--- src/rtl/assert_macros.svh ---
// Assertion helpers, clocked on clk_i with reset held off.
`ifndef ASSERT_MACROS_SVH
`define ASSERT_MACROS_SVH

// Property holds at every clock edge outside reset.
`define SLB_ASSERT(lbl, prop, msg) \
  lbl: assert property (@(posedge clk_i) disable iff (!rst_ni) (prop)) else $error(msg);

// Antecedent in this cycle implies consequent in the next.
`define SLB_ASSERT_NEXT(lbl, ante, cons, msg) \
  lbl: assert property (@(posedge clk_i) disable iff (!rst_ni) (ante) |=> (cons)) \
    else $error(msg);

`endif

--- src/rtl/slb_pkg.sv ---
`default_nettype none
package slb_pkg;

  localparam int unsigned NODES    = 16;
  localparam int unsigned IDX_W    = 4;
  localparam int unsigned NCNT_W   = 5;
  localparam int unsigned STEP_W   = 13;
  localparam int unsigned WRR_LAPS = 258;

  localparam logic [1:0] CMD_UPDATE = 2'd0;
  localparam logic [1:0] CMD_SELECT = 2'd1;
  localparam logic [1:0] CMD_RESET  = 2'd2;

  localparam logic [2:0] POL_RR   = 3'd0;
  localparam logic [2:0] POL_WRR  = 3'd1;
  localparam logic [2:0] POL_LC   = 3'd2;
  localparam logic [2:0] POL_WLC  = 3'd3;
  localparam logic [2:0] POL_LV   = 3'd4;
  localparam logic [2:0] POL_WLV  = 3'd5;
  localparam logic [2:0] POL_HASH = 3'd6;

  localparam logic [1:0] CFG_POLICY = 2'd0;
  localparam logic [1:0] CFG_NODES  = 2'd1;

  typedef struct packed {
    logic             en;
    logic [IDX_W-1:0] slot;
    logic             act;
    logic [7:0]       weight;
    logic [15:0]      conn;
    logic [15:0]      load;
  } tbl_wr_t;

  typedef struct packed {
    logic        act;
    logic [7:0]  weight;
    logic [15:0] conn;
    logic [15:0] load;
  } tbl_rd_t;

endpackage
`default_nettype wire

--- src/rtl/slb_table.sv ---
`default_nettype none
// Node table: flags reset, payload undefined until written; one read port.
module slb_table (
  input  wire logic                     clk_i,
  input  wire logic                     rst_ni,
  input  wire slb_pkg::tbl_wr_t         wr_i,
  input  wire logic [slb_pkg::IDX_W-1:0] rd_addr_i,
  output slb_pkg::tbl_rd_t              rd_o
);

  logic        act_q  [slb_pkg::NODES];
  logic [7:0]  wgt_q  [slb_pkg::NODES];
  logic [15:0] conn_q [slb_pkg::NODES];
  logic [15:0] load_q [slb_pkg::NODES];

  always_ff @(posedge clk_i or negedge rst_ni) begin
    if (!rst_ni) begin
      for (int i = 0; i < slb_pkg::NODES; i++) act_q[i] <= 1'b0;
    end else if (wr_i.en) begin
      act_q[wr_i.slot] <= wr_i.act;
    end
  end

  always_ff @(posedge clk_i) begin
    if (wr_i.en) begin
      wgt_q[wr_i.slot]  <= wr_i.weight;
      conn_q[wr_i.slot] <= wr_i.conn;
      load_q[wr_i.slot] <= wr_i.load;
    end
  end

  assign rd_o.act    = act_q[rd_addr_i];
  assign rd_o.weight = wgt_q[rd_addr_i];
  assign rd_o.conn   = conn_q[rd_addr_i];
  assign rd_o.load   = load_q[rd_addr_i];

endmodule
`default_nettype wire

--- src/rtl/slb_modn.sv ---
`default_nettype none
// Bit-serial remainder of a 32-bit value by a node count, one bit a cycle.
module slb_modn (
  input  wire logic                       clk_i,
  input  wire logic                       rst_ni,
  input  wire logic                       start_i,
  input  wire logic [31:0]                dvd_i,
  input  wire logic [slb_pkg::NCNT_W-1:0] div_i,
  output logic                            done_o,
  output logic [slb_pkg::IDX_W-1:0]       rem_o
);

  logic [31:0]               dvd_q, dvd_d;
  logic [slb_pkg::IDX_W-1:0] rem_q, rem_d;
  logic [4:0]                cnt_q, cnt_d;
  logic                      busy_q, busy_d;
  logic                      done_q, done_d;
  logic [slb_pkg::NCNT_W-1:0] trial;

  always_comb begin
    dvd_d  = dvd_q;
    rem_d  = rem_q;
    cnt_d  = cnt_q;
    busy_d = busy_q;
    done_d = 1'b0;
    trial  = {rem_q, dvd_q[31]};
    if (start_i) begin
      dvd_d  = dvd_i;
      rem_d  = '0;
      cnt_d  = '0;
      busy_d = 1'b1;
    end else if (busy_q) begin
      rem_d = (trial >= div_i) ? slb_pkg::IDX_W'(trial - div_i)
                               : slb_pkg::IDX_W'(trial);
      dvd_d = {dvd_q[30:0], 1'b0};
      cnt_d = cnt_q + 5'd1;
      if (cnt_q == 5'd31) begin
        busy_d = 1'b0;
        done_d = 1'b1;
      end
    end
  end

  always_ff @(posedge clk_i or negedge rst_ni) begin
    if (!rst_ni) begin
      dvd_q  <= '0;
      rem_q  <= '0;
      cnt_q  <= '0;
      busy_q <= 1'b0;
      done_q <= 1'b0;
    end else begin
      dvd_q  <= dvd_d;
      rem_q  <= rem_d;
      cnt_q  <= cnt_d;
      busy_q <= busy_d;
      done_q <= done_d;
    end
  end

  assign done_o = done_q;
  assign rem_o  = rem_q;

endmodule
`default_nettype wire

--- src/rtl/slb_gcd.sv ---
`default_nettype none
// Subtractive gcd of two 8-bit values, one subtract or swap a cycle.
module slb_gcd (
  input  wire logic       clk_i,
  input  wire logic       rst_ni,
  input  wire logic       start_i,
  input  wire logic [7:0] a_i,
  input  wire logic [7:0] b_i,
  output logic            done_o,
  output logic [7:0]      g_o
);

  logic [7:0] a_q, a_d, b_q, b_d;
  logic       busy_q, busy_d, done_q, done_d;

  always_comb begin
    a_d    = a_q;
    b_d    = b_q;
    busy_d = busy_q;
    done_d = 1'b0;
    if (start_i) begin
      a_d    = a_i;
      b_d    = b_i;
      busy_d = 1'b1;
    end else if (busy_q) begin
      if (b_q == 8'd0) begin
        busy_d = 1'b0;
        done_d = 1'b1;
      end else if (a_q >= b_q) begin
        a_d = a_q - b_q;
      end else begin
        a_d = b_q;
        b_d = a_q;
      end
    end
  end

  always_ff @(posedge clk_i or negedge rst_ni) begin
    if (!rst_ni) begin
      a_q    <= '0;
      b_q    <= '0;
      busy_q <= 1'b0;
      done_q <= 1'b0;
    end else begin
      a_q    <= a_d;
      b_q    <= b_d;
      busy_q <= busy_d;
      done_q <= done_d;
    end
  end

  assign done_o = done_q;
  assign g_o    = a_q;

endmodule
`default_nettype wire

--- src/rtl/server_load_balancer_select.sv ---
// Channel | Signals                                        | Beat when
// cfg     | cfg_valid_i/cfg_ready_o, cfg_index_i, cfg_data_i | valid & ready
// in      | in_valid_i/in_ready_o, command_i .. hash_value_i  | valid & ready
// out     | out_valid_o/out_ready_i, found_o, chosen_node_o   | valid & ready
//
// One command at a time; update, reset and no-op commands go straight to the result.
// rr and hash: the remainder unit gives the start entry, then entries are scanned in turn.
// lc/lv: a downward scan, one entry at a time; weighted forms multiply, then compare.
// wrr: a remainder pass, then index steps (up to n*258 steps), plus a gcd pass
// (subtractive unit, one entry at a time) and a max pass when caches are cold.
// Reset is asynchronous, active low; no clearing pass. A finished result waits in
// the output register while the next command is taken; a stalled output holds
// only the final hand-off.
`default_nettype none
module server_load_balancer_select (
  input  wire logic        clk_i,
  input  wire logic        rst_ni,
  input  wire logic        cfg_valid_i,
  output logic             cfg_ready_o,
  input  wire logic [1:0]  cfg_index_i,
  input  wire logic [7:0]  cfg_data_i,
  input  wire logic        in_valid_i,
  output logic             in_ready_o,
  input  wire logic [1:0]  command_i,
  input  wire logic [3:0]  node_slot_i,
  input  wire logic        node_enabled_i,
  input  wire logic [7:0]  node_weight_in_i,
  input  wire logic [15:0] node_conn_in_i,
  input  wire logic [15:0] node_load_in_i,
  input  wire logic [31:0] hash_value_i,
  output logic             out_valid_o,
  input  wire logic        out_ready_i,
  output logic             found_o,
  output logic [3:0]       chosen_node_o
);

  localparam int unsigned IW = slb_pkg::IDX_W;
  localparam int unsigned NW = slb_pkg::NCNT_W;
  localparam int unsigned SW = slb_pkg::STEP_W;

  typedef enum logic [12:0] {
    ST_IDLE    = 13'b0000000000001,
    ST_MOD     = 13'b0000000000010,
    ST_SCAN    = 13'b0000000000100,
    ST_WRR_Z   = 13'b0000000001000,
    ST_GCD_LD  = 13'b0000000010000,
    ST_GCD_RUN = 13'b0000000100000,
    ST_WRR_CW  = 13'b0000001000000,
    ST_MAX     = 13'b0000010000000,
    ST_WRR_CHK = 13'b0000100000000,
    ST_MIN_A   = 13'b0001000000000,
    ST_MIN_B   = 13'b0010000000000,
    ST_MIN_NX  = 13'b0100000000000,
    ST_DONE    = 13'b1000000000000
  } state_e;

  state_e state_q, state_d;

  // configuration and scheduler state
  logic [2:0]    mode_q, mode_d;
  logic [NW-1:0] ncnt_q, ncnt_d;
  logic [IW-1:0] last_q, last_d;
  logic [8:0]    cw_q, cw_d;
  logic [7:0]    gcd_q, gcd_d, maxw_q, maxw_d;
  logic          gval_q, gval_d, mval_q, mval_d;

  // working registers of the sequencer
  logic [IW-1:0]      idx_q, idx_d, sidx_q, sidx_d, best_q, best_d;
  logic [SW-1:0]      cnt_q, cnt_d;
  logic               have_q, have_d;
  logic [15:0]        bval_q, bval_d;
  logic [7:0]         bw_q, bw_d, acc_q, acc_d;
  logic [23:0]        prod_q, prod_d;
  logic signed [9:0]  wcw_q, wcw_d;
  logic               zflag_q, zflag_d;
  logic               rfound_q, rfound_d;
  logic [IW-1:0]      rnode_q, rnode_d;
  logic               ovalid_q, ovalid_d, ofound_q, ofound_d;
  logic [IW-1:0]      onode_q, onode_d;

  slb_pkg::tbl_wr_t tbl_wr;
  slb_pkg::tbl_rd_t rd;
  logic [IW-1:0]    rd_addr;

  logic          mod_start, mod_done, gcd_start, gcd_done;
  logic [31:0]   mod_dvd;
  logic [IW-1:0] mod_rem;
  logic [7:0]    gcd_g, g_new, m_new;

  logic [NW-1:0] n_w;
  logic [SW-1:0] limit;
  logic [IW-1:0] nxt_idx;
  logic          sidx_last, use_conn, weighted;
  logic [15:0]   val;
  logic [23:0]   rhs;

  // entries in use saturate at the table size
  assign n_w       = (ncnt_q > NW'(slb_pkg::NODES)) ? NW'(slb_pkg::NODES) : ncnt_q;
  assign limit     = SW'(n_w) * SW'(slb_pkg::WRR_LAPS);
  assign nxt_idx   = (({1'b0, idx_q} + NW'(1)) == n_w) ? '0 : idx_q + IW'(1);
  assign sidx_last = (({1'b0, sidx_q} + NW'(1)) == n_w);
  assign use_conn  = (mode_q == slb_pkg::POL_LC) || (mode_q == slb_pkg::POL_WLC);
  assign weighted  = (mode_q == slb_pkg::POL_WLC) || (mode_q == slb_pkg::POL_WLV);
  assign val       = use_conn ? rd.conn : rd.load;
  assign rhs       = 24'(bval_q) * 24'(rd.weight);
  assign g_new     = zflag_q ? 8'd1 : gcd_g;
  assign m_new     = (rd.weight > acc_q) ? rd.weight : acc_q;

  slb_table u_table (
    .clk_i    (clk_i),
    .rst_ni   (rst_ni),
    .wr_i     (tbl_wr),
    .rd_addr_i(rd_addr),
    .rd_o     (rd)
  );

  slb_modn u_modn (
    .clk_i (clk_i),
    .rst_ni(rst_ni),
    .start_i(mod_start),
    .dvd_i (mod_dvd),
    .div_i (n_w),
    .done_o(mod_done),
    .rem_o (mod_rem)
  );

  slb_gcd u_gcd (
    .clk_i  (clk_i),
    .rst_ni (rst_ni),
    .start_i(gcd_start),
    .a_i    (acc_q),
    .b_i    (rd.weight),
    .done_o (gcd_done),
    .g_o    (gcd_g)
  );

  always_comb begin
    state_d  = state_q;
    mode_d   = mode_q;
    ncnt_d   = ncnt_q;
    last_d   = last_q;
    cw_d     = cw_q;
    gcd_d    = gcd_q;
    gval_d   = gval_q;
    maxw_d   = maxw_q;
    mval_d   = mval_q;
    idx_d    = idx_q;
    sidx_d   = sidx_q;
    best_d   = best_q;
    cnt_d    = cnt_q;
    have_d   = have_q;
    bval_d   = bval_q;
    bw_d     = bw_q;
    acc_d    = acc_q;
    prod_d   = prod_q;
    wcw_d    = wcw_q;
    zflag_d  = zflag_q;
    rfound_d = rfound_q;
    rnode_d  = rnode_q;
    ovalid_d = ovalid_q;
    ofound_d = ofound_q;
    onode_d  = onode_q;
    mod_start = 1'b0;
    mod_dvd   = '0;
    gcd_start = 1'b0;
    tbl_wr    = '0;
    rd_addr   = idx_q;

    if (cfg_valid_i) begin
      case (cfg_index_i)
        slb_pkg::CFG_POLICY: mode_d = cfg_data_i[2:0];
        slb_pkg::CFG_NODES:  ncnt_d = cfg_data_i[NW-1:0];
        default: ;
      endcase
    end

    if (ovalid_q && out_ready_i) ovalid_d = 1'b0;

    case (state_q)
      ST_IDLE: begin
        if (in_valid_i) begin
          rfound_d = 1'b0;
          rnode_d  = '0;
          state_d  = ST_DONE;
          case (command_i)
            slb_pkg::CMD_UPDATE: begin
              tbl_wr.en     = 1'b1;
              tbl_wr.slot   = node_slot_i;
              tbl_wr.act    = node_enabled_i;
              tbl_wr.weight = node_weight_in_i;
              tbl_wr.conn   = node_conn_in_i;
              tbl_wr.load   = node_load_in_i;
            end
            slb_pkg::CMD_RESET: begin
              last_d = '0;
              cw_d   = '0;
              gcd_d  = '0;
              gval_d = 1'b0;
              maxw_d = '0;
              mval_d = 1'b0;
            end
            slb_pkg::CMD_SELECT: begin
              if (n_w != '0) begin
                case (mode_q)
                  slb_pkg::POL_RR, slb_pkg::POL_WRR: begin
                    mod_start = 1'b1;
                    mod_dvd   = 32'(last_q) + 32'd1;
                    state_d   = ST_MOD;
                  end
                  slb_pkg::POL_HASH: begin
                    mod_start = 1'b1;
                    mod_dvd   = hash_value_i;
                    state_d   = ST_MOD;
                  end
                  slb_pkg::POL_LC, slb_pkg::POL_WLC,
                  slb_pkg::POL_LV, slb_pkg::POL_WLV: begin
                    idx_d   = IW'(n_w - NW'(1));
                    have_d  = 1'b0;
                    state_d = ST_MIN_A;
                  end
                  default: ;
                endcase
              end
            end
            default: ;
          endcase
        end
      end

      ST_MOD: begin
        if (mod_done) begin
          idx_d   = mod_rem;
          cnt_d   = '0;
          wcw_d   = $signed({1'b0, cw_q});
          state_d = (mode_q == slb_pkg::POL_WRR) ? ST_WRR_Z : ST_SCAN;
        end
      end

      ST_SCAN: begin
        if (rd.act) begin
          rfound_d = 1'b1;
          rnode_d  = idx_q;
          state_d  = ST_DONE;
        end else if ((cnt_q + SW'(1)) == SW'(n_w)) begin
          state_d = ST_DONE;
        end else begin
          cnt_d = cnt_q + SW'(1);
          idx_d = nxt_idx;
        end
      end

      // wrap to entry 0 lowers the weight threshold by the gcd
      ST_WRR_Z: begin
        if (idx_q != '0) begin
          state_d = ST_WRR_CHK;
        end else if (gval_q) begin
          wcw_d   = wcw_q - $signed({2'b0, gcd_q});
          state_d = ST_WRR_CW;
        end else begin
          sidx_d  = '0;
          acc_d   = '0;
          zflag_d = 1'b0;
          state_d = ST_GCD_LD;
        end
      end

      ST_GCD_LD: begin
        rd_addr   = sidx_q;
        gcd_start = 1'b1;
        if (rd.weight == 8'd0) zflag_d = 1'b1;
        state_d = ST_GCD_RUN;
      end

      ST_GCD_RUN: begin
        rd_addr = sidx_q;
        if (gcd_done) begin
          acc_d = gcd_g;
          if (sidx_last) begin
            gcd_d   = g_new;
            gval_d  = 1'b1;
            wcw_d   = wcw_q - $signed({2'b0, g_new});
            state_d = ST_WRR_CW;
          end else begin
            sidx_d  = sidx_q + IW'(1);
            state_d = ST_GCD_LD;
          end
        end
      end

      ST_WRR_CW: begin
        if (wcw_q <= 10'sd0) begin
          if (mval_q) begin
            wcw_d   = $signed({2'b0, maxw_q});
            state_d = ST_WRR_CHK;
          end else begin
            sidx_d  = '0;
            acc_d   = '0;
            state_d = ST_MAX;
          end
        end else begin
          state_d = ST_WRR_CHK;
        end
      end

      ST_MAX: begin
        rd_addr = sidx_q;
        if (sidx_last) begin
          maxw_d  = m_new;
          mval_d  = (m_new != 8'd0);
          wcw_d   = $signed({2'b0, m_new});
          state_d = (m_new == 8'd0) ? ST_DONE : ST_WRR_CHK;
        end else begin
          acc_d  = m_new;
          sidx_d = sidx_q + IW'(1);
        end
      end

      ST_WRR_CHK: begin
        if (rd.act && ($signed({2'b0, rd.weight}) >= wcw_q)) begin
          cw_d     = wcw_q[8:0];
          rfound_d = 1'b1;
          rnode_d  = idx_q;
          state_d  = ST_DONE;
        end else if ((cnt_q + SW'(1)) == limit) begin
          state_d = ST_DONE;
        end else begin
          cnt_d   = cnt_q + SW'(1);
          idx_d   = nxt_idx;
          state_d = ST_WRR_Z;
        end
      end

      // downward scan, ties fall to the lower index
      ST_MIN_A: begin
        state_d = ST_MIN_NX;
        if (rd.act) begin
          if (!have_q) begin
            have_d = 1'b1;
            best_d = idx_q;
            bval_d = val;
            bw_d   = rd.weight;
          end else if (weighted) begin
            prod_d  = 24'(val) * 24'(bw_q);
            state_d = ST_MIN_B;
          end else if (val <= bval_q) begin
            best_d = idx_q;
            bval_d = val;
            bw_d   = rd.weight;
          end
        end
      end

      ST_MIN_B: begin
        if (prod_q <= rhs) begin
          best_d = idx_q;
          bval_d = val;
          bw_d   = rd.weight;
        end
        state_d = ST_MIN_NX;
      end

      ST_MIN_NX: begin
        if (idx_q == '0) begin
          rfound_d = have_q;
          rnode_d  = have_q ? best_q : '0;
          state_d  = ST_DONE;
        end else begin
          idx_d   = idx_q - IW'(1);
          state_d = ST_MIN_A;
        end
      end

      ST_DONE: begin
        if (!ovalid_q || out_ready_i) begin
          ovalid_d = 1'b1;
          ofound_d = rfound_q;
          onode_d  = rnode_q;
          if (rfound_q) last_d = rnode_q;
          state_d = ST_IDLE;
        end
      end

      default: state_d = ST_IDLE;
    endcase
  end

  always_ff @(posedge clk_i or negedge rst_ni) begin
    if (!rst_ni) begin
      state_q  <= ST_IDLE;
      mode_q   <= '0;
      ncnt_q   <= '0;
      last_q   <= '0;
      cw_q     <= '0;
      gcd_q    <= '0;
      gval_q   <= 1'b0;
      maxw_q   <= '0;
      mval_q   <= 1'b0;
      idx_q    <= '0;
      sidx_q   <= '0;
      best_q   <= '0;
      cnt_q    <= '0;
      have_q   <= 1'b0;
      bval_q   <= '0;
      bw_q     <= '0;
      acc_q    <= '0;
      prod_q   <= '0;
      wcw_q    <= '0;
      zflag_q  <= 1'b0;
      rfound_q <= 1'b0;
      rnode_q  <= '0;
      ovalid_q <= 1'b0;
      ofound_q <= 1'b0;
      onode_q  <= '0;
    end else begin
      state_q  <= state_d;
      mode_q   <= mode_d;
      ncnt_q   <= ncnt_d;
      last_q   <= last_d;
      cw_q     <= cw_d;
      gcd_q    <= gcd_d;
      gval_q   <= gval_d;
      maxw_q   <= maxw_d;
      mval_q   <= mval_d;
      idx_q    <= idx_d;
      sidx_q   <= sidx_d;
      best_q   <= best_d;
      cnt_q    <= cnt_d;
      have_q   <= have_d;
      bval_q   <= bval_d;
      bw_q     <= bw_d;
      acc_q    <= acc_d;
      prod_q   <= prod_d;
      wcw_q    <= wcw_d;
      zflag_q  <= zflag_d;
      rfound_q <= rfound_d;
      rnode_q  <= rnode_d;
      ovalid_q <= ovalid_d;
      ofound_q <= ofound_d;
      onode_q  <= onode_d;
    end
  end

  assign cfg_ready_o   = 1'b1;
  assign in_ready_o    = (state_q == ST_IDLE);
  assign out_valid_o   = ovalid_q;
  assign found_o       = ofound_q;
  assign chosen_node_o = onode_q;

`include "assert_macros.svh"

  `SLB_ASSERT_NEXT(a_busy_after_beat, in_valid_i && in_ready_o, !in_ready_o, "ready after beat")
  `SLB_ASSERT(a_gcd_nonzero, !gval_q || (gcd_q != 8'd0), "cached gcd is zero")
  `SLB_ASSERT(a_max_nonzero, !mval_q || (maxw_q != 8'd0), "cached max weight is zero")
  `SLB_ASSERT(a_cw_range, !cw_q[8], "current weight above 255")

endmodule
`default_nettype wire

--- config.mk ---
export PLATFORM = sky130hd
export DESIGN_NAME = server_load_balancer_select
export DESIGN_NICKNAME = d
export VERILOG_FILES = /design/src/rtl/slb_pkg.sv /design/src/rtl/slb_table.sv /design/src/rtl/slb_modn.sv /design/src/rtl/slb_gcd.sv /design/src/rtl/server_load_balancer_select.sv
export VERILOG_INCLUDE_DIRS = /design/src /design/src/rtl
export SDC_FILE = /design/constraint.sdc
export NUM_CORES = 2
export LEC_CHECK = 0
export BUFFER_PORTS_ARGS = -buffer_cell sky130_fd_sc_hd__buf_2
export CELL_PAD_IN_SITES_DETAIL_PLACEMENT = 1
export CELL_PAD_IN_SITES_GLOBAL_PLACEMENT = 1
export CORE_ASPECT_RATIO = 0.5
export CORE_MARGIN = 2
export CORE_UTILIZATION = 53
export DETAILED_ROUTE_END_ITERATION = 8
export PLACE_DENSITY_LB_ADDON = 0.15
export SETUP_SLACK_MARGIN = 0.15
export SYNTH_ARGS = -nofsm -noshare
export SYNTH_HDL_FRONTEND = slang
export SYNTH_SLANG_ARGS = --single-unit
--- constraint.sdc ---
create_clock -name clk_i -period 11.4 [get_ports clk_i]
set_clock_uncertainty 0.2 [all_clocks]
set_input_delay 2.28 -clock clk_i [delete_from_list [all_inputs] [get_ports clk_i]]
set_output_delay 2.28 -clock clk_i [all_outputs]
set_load 0.005 [all_outputs]
* Yosys cells after proc, flatten, opt, wreduce, memory -nomap -nowiden
Memory sizes are Yosys's and may differ from the RTL's.
Cells that the tools add are included.
** Operators by class
- Add/sub/neg operators :: 13
- Magnitude comparators :: 11
- Reduce and logical (&&, ||, !) cells :: 55
- Equal/unequal tests :: 61
- Bitwise gates (word level) :: 2
- $mul :: 3
- Muxes and demuxes :: 183
** Operators by type and width (number)
- 13-bit 2-to-1 mux :: 19
- 8-bit 2-to-1 mux :: 26
- 32-bit 2-to-1 mux :: 6
- 13-bit one-hot mux with 13 select lines :: 1
- 4-bit 2-to-1 mux :: 36
- 46-bit 2-to-1 mux :: 3
- 16-bit 2-to-1 mux :: 6
- 10-bit 2-to-1 mux :: 8
- 32-bit one-hot mux with 2 select lines :: 1
- 2-bit inequality test (second input constant) :: 25
- 10-bit one-hot mux with 5 select lines :: 1
- 16-bit by 8-bit multiplier with 24-bit output :: 2
- 8-bit one-hot mux with 2 select lines :: 3
- 9-bit 2-to-1 mux :: 5
- 1-bit 2-to-1 mux :: 42
- 13-bit one-hot mux with 3 select lines :: 1
- 12-bit 2-to-1 mux :: 3
- 16-bit one-hot mux with 2 select lines :: 1
- 4-bit one-hot mux with 4 select lines :: 2
- 8-bit one-hot mux with 4 select lines :: 1
- 13-bit one-hot mux with 2 select lines :: 1
- 24-bit <= comparator :: 1
- 8-bit zero test :: 3
- 6-bit AND reduction :: 4
- other kinds (74) :: 127
** Storage, ports and cells
- Bits of input ports :: 94
- Bits in writable memories :: 640
- Word-level logic and storage cells :: 381
- Memories kept :: 3
- Output and inout bits :: 8
- Bits in registers :: 233
** Memories
- u_table.conn_q :: words 16, bits a word 16, rd ports 1, clocked after Yosys merged registers in 0, wr ports 1, line slb_table.sv:13 : logic [15:0] conn_q [slb_pkg::NODES];
- u_table.load_q :: words 16, bits a word 16, rd ports 1, clocked after Yosys merged registers in 0, wr ports 1, line slb_table.sv:14 : logic [15:0] load_q [slb_pkg::NODES];
- u_table.wgt_q :: words 16, bits a word 8, rd ports 1, clocked after Yosys merged registers in 0, wr ports 1, line slb_table.sv:12 : logic [7:0] wgt_q [slb_pkg::NODES];

* Depth between registers and ports, before layout
An unclocked memory read counts as a cell.
- Word-level depth :: 11
- Mapped depth :: 44
- Gate-level depth less buffers :: 36

* Cells and area by module
A second synthesis with hierarchy kept.
** Second synthesis, totals
- Cell total of the unflattened synthesis :: 3550
- Area, all modules :: 46923.8 um^2
** By module, submodules not included
- slb_table :: sequential area each 19618.8 um^2, times used 1, area each 24652.4 um^2, cells an instance 1042
- server_load_balancer_select :: sequential area each 3905.0 um^2, times used 1, area each 18705.4 um^2, cells an instance 2150
- slb_modn :: sequential area each 1076.0 um^2, times used 1, area each 2154.6 um^2, cells an instance 211
- slb_gcd :: sequential area each 450.4 um^2, times used 1, area each 1411.4 um^2, cells an instance 147

* Worst setup path before layout
No wires, ideal clock.
- Path kind :: reg2reg
- Start :: register state_q[5]
- End :: register bw_q[5]
- Stages on the path, launching flop included :: 41
- Arrival :: 8.773 ns
- Period minus slack after synthesis :: 9.098 ns
- Setup time :: 0.125 ns
- Data required time :: 11.075 ns
- Slack :: 2.302 ns
- Path buffers :: 8
- Cell sequence :: dfrtp_1 > buf_2 > or3b_4 > o21a_2 > buf_2 > buf_2 > buf_2 > a211oi_1 > a311oi_1 > a32o_1 > a221o_1 > mux2i_1 > clkbuf_1 > buf_2 > nand2_1 > fa_1 > fa_1 > fa_1 > (+5 left out) > o21ai_0 > o21ai_0 > o21bai_1 > a21oi_1 > xor2_1 > ha_1 > a21o_1 > a21o_1 > a21o_1 > a21o_1 > a21oi_1 > nor2b_1 > o21ai_0 > o2111ai_1 > a221oi_1 > buf_2 > buf_6 > mux2_2
** On the way
- Cells in the longest elaborated chain, start to end :: 9
- Elaborated cells between the ends (all ways) :: 30
- Those cells by class :: mul: 1; order compare: 2; eq/ne: 9; mux: 11; bitwise: 1; reduce/logical: 3; memory: 3
** Ends and longest elaborated chain
- start, declared :: line server_load_balancer_select.sv:57 : state_e state_q, state_d;
- start signal, assigned :: line server_load_balancer_select.sv:415 : state_q <= state_d;
- 13-bit by 8-bit == test with 1-bit output, or another cell as far along :: line server_load_balancer_select.sv:179 : case (state_q)
- 3-bit OR reduction (no line)
- 4-bit 2-to-1 mux :: line server_load_balancer_select.sv:179
- memory read 16 x 8 bit
- 8-bit 2-to-1 mux :: line server_load_balancer_select.sv:345 : end else if (val <= bval_q) begin
- 8-bit 2-to-1 mux :: line server_load_balancer_select.sv:342 : end else if (weighted) begin
- 8-bit 2-to-1 mux :: line server_load_balancer_select.sv:337 : if (!have_q) begin
- 8-bit 2-to-1 mux :: line server_load_balancer_select.sv:336 : if (rd.act) begin
- 8-bit one-hot mux with 2 select lines (*) :: line server_load_balancer_select.sv:179
- net bw_d[5] :: line server_load_balancer_select.sv:72 : logic [7:0] bw_q, bw_d, acc_q, acc_d;
- end signal, assigned :: line server_load_balancer_select.sv:430 : bw_q <= bw_d;
- end, declared :: line server_load_balancer_select.sv:72
The timed path passes the listed nets; every way through them passes the cells marked *. The select of a mux whose other input is x is not followed.
A chain may end at the register's enable or synchronous reset.

* Final worst setup path
- Start :: register state_q[12]
- End :: register bw_q[2]
** On the way
- Cells in the longest elaborated chain, start to end :: 9
- Elaborated cells between the ends (all ways) :: 30
- Those cells by class :: mul: 1; order compare: 2; eq/ne: 9; mux: 11; bitwise: 1; reduce/logical: 3; memory: 3
** Ends and longest elaborated chain
- parallel branches: the longest is 9 deep, another holds 16-bit by 8-bit multiplier with 24-bit output
Several ways; the timed one is not identified. The select of a mux whose other input is x is not followed.

==> flow_metrics.tcl <==
set metrics [dict create \
    ys.warnings.count 0 \
    antenna_found_initial 2 \
    grt_pass1_vias 33500 \
    dieHeight_um 216 \
    holdBufCountCts 0 \
    ff2ff_path_depth 33 \
    met1_usage 0.440 \
    clk_pin_slew_ps 60 \
    place_congestion 0.905 \
    cts_max_path_buffers 3 \
    clockRootBuffer "clkbuf_16" \
    crit_type "flop to flop" \
    core_region_area_mm2 0.0886 \
    max_slew_margin 0.112 \
    hold_viol_final 0 \
    cpMaxStageDelayCell "fa_1" \
    clock_latency_ps 700 \
    cap_violations 0 \
    netlist_area_mm2 0.0476 \
    finalCritPeriodShare 0.943 \
    viasPerCell 6.31 \
    port_buffers 97 \
    dieArea_mm2 0.0923 \
    clock_sinks 873 \
    drc 0 \
    drv_slew 0 \
    cts_buffers 79 \
    gr-total-overflow 0 \
    synth_ff_type "edfxtp_1" \
    worstHoldEndpoint "maxw_q[0]" \
    cts_tree "yes" \
    min_from "maxw_q[0]" \
    yosysMostFrequentCell "edfxtp_1" \
    worst_pin_slew_ps 1320 \
    ir_drop_mv 0.156 \
    hp-class "flop to flop" \
    fp.dieW_um 428 \
    dr.pass1.iters 6 \
    r2r-start "state_q[12]" \
    rows 77 \
    use_met3 0.0470 \
    ys_ff_latch 873 \
    postSynthAreaPerCell_um2 13.0 \
    crit_path_frequent_cell "fa_1" \
    rsz0062_at_grt "no" \
    wl_per_cell_um 27.0 \
    worst_setup_path_start_kind "flop" \
    cp.required_ps 11770 \
    hpwl_mm 87.9 \
    synth_top_cell_by_area "edfxtp_1" \
    route.vias.total 31500 \
    synth_edf_count 640 \
    p_leak_uw 0.0213 \
    finish.utilization 0.590 \
    max_clock_freq_ghz 0.0931 \
    arrival_ps 11120 \
    outcome "finished clean" \
    n_antenna_cell 0 \
    reg2reg_slack_ps 650 \
    area_delta_synth_final_pct 9.92 \
    ant_nets 0 \
    async_reset_ff_frac 0.267 \
    crit_path_end_kind "flop" \
    grt_max_degree 111 \
    powerDensity_mw_per_mm2 235 \
    layout-drive-gt1-share 0.150 \
    htreeDepth 3 \
    min_period_ps 10750 \
    synthTopCellsByArea "edfxtp_1, dfrtp_1, fa_1, mux4_2, ha_1" \
    synthCells 3648 \
    wirelength_mm 135 \
    grt_pass1_wl_mm 208 \
    globalRouteTotalUtil 0.299 \
    nets 4183 \
    min_path_cells 2 \
    met2_usage 0.468 \
    yosys-top-cells-count "edfxtp_1, nand2_1, inv_1" \
    syn_nets 4088 \
    fin_tns_setup_ps 0 \
    synth.yosys.seq_area_share 0.527 \
    start_util 0.537 \
    drt_iter0_drc 2771 \
    io_pins 102 \
    setup_violations 0 \
    cp_max_fo 43 \
    grt-busiest-layer "met2" \
    synth_top_area_frac 0.404 \
    critPathMaxStageDelay_ps 570 \
    ys_types 108 \
    rr_endpoint "bw_q[2]" \
]
==> worst max-delay path by stage <==
stage	depth (start not counted)	from	end
floorplan	40	state_q[5]	bw_q[5]
global placement	30	state_q[12]	bw_q[7]
detailed placement	30	state_q[12]	bw_q[2]
CTS	30	state_q[12]	bw_q[2]
global route	33	state_q[12]	bw_q[2]
finish	33	state_q[12]	bw_q[2]
==> timing repair <==
item	in CTS	in global routing
setup buffers	0	0
endpoints found under the setup margin	0	23
gates resized for setup	0	4
==> flip-flops by register name, indices dropped and copies added, names as in the netlist, 8 cells and up <==
name / cells
gcd_q: 8
cw_q: 9
wcw_q: 10
u_table.act_q: 16
acc_q: 8
u_table.load_q: 256
u_gcd.b_q: 8
prod_q: 24
u_table.wgt_q: 128
state_q: 13
u_modn.dvd_q: 32
maxw_q: 8
bw_q: 8
bval_q: 16
u_table.conn_q: 256
cnt_q: 13
u_gcd.g_o: 8
==> cells in the final DEF, fill, tap and decap left out, types with 17 or more instances in the layout <==
cell type,n
buf_2,96
a31oi_1,38
and3_1,37
buf_4,75
nor2b_1,88
dfrtp_1,231
inv_1,272
a311oi_1,19
nor2_1,151
o21ai_0,136
a22oi_1,17
nand4_1,24
fa_1,171
a21o_1,43
mux2i_1,146
nand2b_1,35
mux4_2,144
nand2_1,323
xor2_1,23
edfxtp_1,640
xnor2_1,51
nor3_1,30
nor3b_1,17
a211oi_1,45
ha_1,175
and2_1,89
nand3_1,74
or3_1,17
a21oi_1,90
clkbuf_16,79
mux2_2,54
==> area by class of cell <==
cell class / count / area (µm²)
flip-flops and latches: 873 / 25100
clock buffers: 98 / 2090
repair buffers: 177 / 1160
multi-input cells: 2336 / 20900
fillers: 8724 / 36300
well taps: 1185 / 1480
inverters: 276 / 1040
clock inverters: 41 / 531
==> stage by stage <==
step	instance area [µm²]	cells	hold WS [ps]	power (µW)	worst slack [ps]
after CTS	52300	4986	285	12300	597
after floorplan	47600	3648	239	7600	2300
after global routing	52300	4986	313	13100	152
final	52300	4986	282	12300	654
after global placement	49600	4847	259	9270	908
after detailed placement	49600	4847	270	9480	689
==> power by group <==
part | internal [µW] | total, µW | switching (µW)
Sequential | 3570 | 3860 | 285
Combinational | 2160 | 5650 | 3490
Clock | 1520 | 2770 | 1250
Total | 7260 | 12300 | 5030
==> worst max-delay path: cells and delay by family, from the launching register on <==
kind,cells,cell delay [ps]
multiplexers,2,620
XOR/XNOR,1,150
adder cells (fa/ha/maj),6,2730
AND/OR/NAND/NOR,10,2960
flip-flops,1,480
AO/OA/AOI/OAI,9,2510
buffers and inverters,5,900
==> logic make-up (layout without fill, tap and decap cells) <==
kind of cell / count (synthesis) / in the layout / share of synthesized area
AOI/OAI and AO/OA: 579 / 579 / 0.0841
xor gates and xnor gates: 75 / 75 / 0.0140
adders and majority gates: 346 / 346 / 0.118
buffers and inverters: 439 / 592 / 0.0375
DFF: 873 / 873 / 0.527
muxes: 363 / 363 / 0.116
other: 1 / 1 / 0.0000788
and+or+nand+nor: 972 / 972 / 0.103
==> metal layers <==
layer	share of wire	wire [µm]
met1	0.45	60400
met2	0.47	62600
met3	0.066	8850
met4	0.020	2730
met5	0	0
Power figures use the tool's default switching activity.
